<file path="src/tlrcs_pkg.sv">
package tlrcs_pkg;

    // Item commands
    typedef enum logic [1:0] {
        CMD_ROW_WR = 2'b00,
        CMD_COL_WR = 2'b01,
        CMD_PIX_WR = 2'b10,
        CMD_RENDER = 2'b11
    } t_cmd;

    // Configuration register indexes
    typedef enum logic [2:0] {
        REG_SCROLL_X      = 3'd0,
        REG_SCROLL_Y      = 3'd1,
        REG_LINE_DELTA    = 3'd2,
        REG_FLIP_SCREEN   = 3'd3,
        REG_IGNORE_TRANSP = 3'd4,
        REG_PRIO_ENABLE   = 3'd5,
        REG_PRIO_CODE     = 3'd6
    } t_reg_idx;

    localparam int CFG_IDX_W = 3;
    localparam int CFG_DATA_W = 16;
    localparam int ENTRY_W = 16;
    localparam int COL_AW = 7;
    localparam int COL_SHIFT = 3;
    localparam int FLIP_Y_BASE = 256;
    localparam int FLIP_X_BASE = 192;
    localparam logic [ENTRY_W-1:0] PIXEL_INDEX_MASK = 16'h000f;

    typedef struct packed {
        t_cmd        cmd;
        logic [17:0] address;
        logic [15:0] data;
        logic [9:0]  screen_x;
        logic [8:0]  screen_y;
    } t_in_item;

    typedef struct packed {
        logic [15:0] pixel;
        logic        pixel_write;
        logic        priority_write;
        logic [7:0]  priority_value;
        logic [9:0]  dest_x;
        logic [8:0]  dest_y;
    } t_out_item;

    typedef struct packed {
        logic [15:0] scroll_x;
        logic [15:0] scroll_y;
        logic [10:0] line_delta;
        logic        flip_screen;
        logic        ignore_transparency;
        logic        priority_enable;
        logic [7:0]  priority_code;
    } t_cfg;

endpackage

</file>
<file path="src/tlrcs_cfg.sv">
module tlrcs_cfg
    import tlrcs_pkg::*;
(
    input  logic                  i_clk,
    input  logic                  i_rst_n,
    input  logic                  i_cfg_valid,
    input  logic [CFG_IDX_W-1:0]  i_cfg_index,
    input  logic [CFG_DATA_W-1:0] i_cfg_data,
    output t_cfg                  o_cfg
);

    t_cfg r_cfg;

    // Keep the low register-width bits; ignore indexes past the last register
    always_ff @(posedge i_clk) begin
        if (!i_rst_n) begin
            r_cfg <= '0;
        end else if (i_cfg_valid) begin
            unique case (i_cfg_index)
                REG_SCROLL_X:      r_cfg.scroll_x <= i_cfg_data;
                REG_SCROLL_Y:      r_cfg.scroll_y <= i_cfg_data;
                REG_LINE_DELTA:    r_cfg.line_delta <= i_cfg_data[10:0];
                REG_FLIP_SCREEN:   r_cfg.flip_screen <= i_cfg_data[0];
                REG_IGNORE_TRANSP: r_cfg.ignore_transparency <= i_cfg_data[0];
                REG_PRIO_ENABLE:   r_cfg.priority_enable <= i_cfg_data[0];
                REG_PRIO_CODE:     r_cfg.priority_code <= i_cfg_data[7:0];
                default: ;
            endcase
        end
    end

    assign o_cfg = r_cfg;

endmodule

</file>
<file path="config.mk">
export PLATFORM = sky130hd
export DESIGN_NAME = tlrcs_cfg
export DESIGN_NICKNAME = d
export VERILOG_FILES = /design/src/tlrcs_pkg.sv /design/src/tlrcs_cfg.sv
export SDC_FILE = /design/constraint.sdc
export NUM_CORES = 1
export LEC_CHECK = 0
export ABC_CLOCK_PERIOD_IN_PS = 1800
export BUFFER_PORTS_ARGS = -buffer_cell sky130_fd_sc_hd__buf_2
export CAP_MARGIN = 5
export CORE_AREA = 5 5 78 80
export CTS_BUF_LIST = sky130_fd_sc_hd__clkbuf_2 sky130_fd_sc_hd__clkbuf_4 sky130_fd_sc_hd__clkbuf_8
export DETAILED_ROUTE_END_ITERATION = 8
export DIE_AREA = 0 0 83 85
export PLACE_DENSITY = 0.76
export SLEW_MARGIN = 0
export SYNTH_ARGS = -nofsm -noshare
export SYNTH_HDL_FRONTEND = slang
export SYNTH_SLANG_ARGS = --single-unit
</file>
<file path="constraint.sdc">
create_clock -name i_clk -period 1.8 [get_ports i_clk]
set_input_delay 0.36 -clock i_clk [delete_from_list [all_inputs] [get_ports i_clk]]
set_output_delay 0.36 -clock i_clk [all_outputs]
set_load 0.02 [all_outputs]
</file>
==> results.cfg <==
[sta]
rsz0062_at_grt = false
max_freq_ghz = 0.803
drv_slew = 0
hold_ws_ns = 0.317
max-slew-margin-rel = 0.782
finalSetupViolCount = 0
finalClockSkew_ns = 0
max_slew.worst_pin.slew_ns = 0.322
fin_crit_sh = 0.692
hold_violations = 0
setup_ws_ns = 0.555
period_minus_slack_ns = 1.24
tns_ns = 0

[floorplanning]
coreArea_um2 = 5340
start_util = 0.378
die_x_um = 83
rows = 27
io-pin-count = 76
die_h_um = 85
die_area_um2 = 7060

[critical_path]
timing.critical_path.required_ns = 1.97
critPathMaxFanout = 16
cp-start-kind = primary input
criticalPathCategory = primary input to register
worst_setup_path_end_kind = register
reg2reg_depth = 2
arrival_ns = 1.42

[grt]
grt_util_all_layers = 0.134
grt_pass1_vias = 1618
antenna_found_initial = 0
grt_max_degree = 71
grt_overflow = 0
grt_first_pass_wirelength_um = 7790

[route]
final_antenna_net_count = 0
routed_wl_um = 4590
drt_iter0_drc = 48
drc_errors = 0
via_count = 1578
wire_per_inst_um = 13.3
first_pass_iters = 4
routed_via_density = 4.57

[clock_network]
clkLatencyLatePin_ns = 0.29
cts_tree = built
cts_resized = 0
cts.clk_slew.worst_paths_ns = 0.10
post_cts_buffers = 0
cts_sinks = 54
cts_max_path_buffers = 2
cts_made_buffers = 5
ctsHtreeMaxLevel = 2
cts-root-buf = clkbuf_8
ctsHoldBuffers = 0

[synth]
synth.cell_area_um2 = 2020
synth_largest_area_cell = dfxtp_1
ys_warn_count = 0
synth.avg_cell_area_um2 = 10.1
synthMostInstantiatedCell = nand2_1
synthArstFlopShare = 0
synthTopCellsByArea = dfxtp_1, mux2i_1, nand2_1, clkbuf_1, nand4b_1
synth_cells = 199
yosysSeqAreaShare = 0.535
synth_common_cells = nand2_1, dfxtp_1, mux2i_1, clkbuf_1
synth_top_area_frac = 0.535
synth_nets = 221
synth_ff_type = dfxtp_1
ys_types = 11
ys_ff_latch = 54
synth_edf_count = 0

[final_layout]
layout.nets = 294
drive_gt1_frac = 0.326
n_antenna_cell = 0
largest_reg_flops = 54
syn2layout_area_growth_pct = 27.6
regArea_um2 = 1080
multiInputGateArea_um2 = 886
fillers = 534

[placed_design]
gp_congestion = 0.732
io_buffer_count = 75
dp_hpwl_um = 3260
dp_slack_ns = 0.266

[worst_hold_path]
whs_path_depth = 3
hp-class = primary input to register

[power]
p_total_w = 0.00212
power_density_nw_per_um2 = 823
p_leak_nw = 1.39
vdd_drop_max_mv = 0.408

[run]
max_cap_viol_count = 0

[outcome]
status = completed
## area by class of cell
class | instances | share of cell area
Clock buffer | 7 | 0.0350
Clock inverter | 1 | 0.00194
Multi-Input combinational cell | 131 | 0.344
Sequential cell | 54 | 0.419
Tap cell | 72 | 0.0350
Timing Repair Buffer | 80 | 0.165
## stage by stage
step	cells	utilization	cell area, um2
after floorplan	199	-	2020
after global placement	337	0.465	2480
after detailed placement	337	0.465	2480
after CTS	345	0.483	2580
after global routing	345	0.483	2580
final	345	0.483	2580
## path summary, 6_finish.rpt
path                            endpoint  slack (ns)              startpoint
setup / recovery  o_cfg[45]$_SDFFE_PN0P_        0.56          i_cfg_index[0]
hold / removal    o_cfg[50]$_SDFFE_PN0P_        0.32          i_cfg_data[12]
setup reg to reg  o_cfg[32]$_SDFFE_PN0P_        1.19  o_cfg[32]$_SDFFE_PN0P_
hold reg to reg   o_cfg[37]$_SDFFE_PN0P_        0.46  o_cfg[37]$_SDFFE_PN0P_
## per-layer routing
| metal | track usage | vias up | part of all wire |
|---|---|---|---|
| li1 | - | 805 | - |
| met1 | 0.160 | 717 | 0.45 |
| met2 | 0.228 | 50 | 0.47 |
| met3 | 0.0485 | 6 | 0.074 |
| met4 | 0.0357 | 0 | 0.0070 |
| met5 | 0 | - | 0 |
## cell families (layout without fill, tap and decap cells)
kind of cell | count (synthesis) | after routing | synth area share
flops | 54 | 54 | 0.535
simple gates | 77 | 77 | 0.164
buf+inv | 14 | 88 | 0.0335
mux | 54 | 54 | 0.268
## worst max-delay path, cell delays in order
cell and delay, ns:
buf_2 0.13, or4b_1 0.52, buf_4 0.24, mux2i_1 0.15
## cells in the final DEF (no fill, tap or decap)
cell,instances
buf_2,75
nand2_1,70
mux2i_1,54
dfxtp_1,54
clkbuf_8,6
buf_4,4
nand4b_1,3
or4b_1,1
nor4bb_4,1
nand4bb_1,1
nor4bb_1,1
clkinv_2,1
clkbuf_4,1
buf_12,1
## where the power goes
part | switching (W) | internal (W) | total [W]
logic | 0.000122 | 0.0000754 | 0.000197
registers | 0.0000128 | 0.00122 | 0.00123
clock network | 0.000366 | 0.000326 | 0.000692
Power figures use the tool's default switching activity.
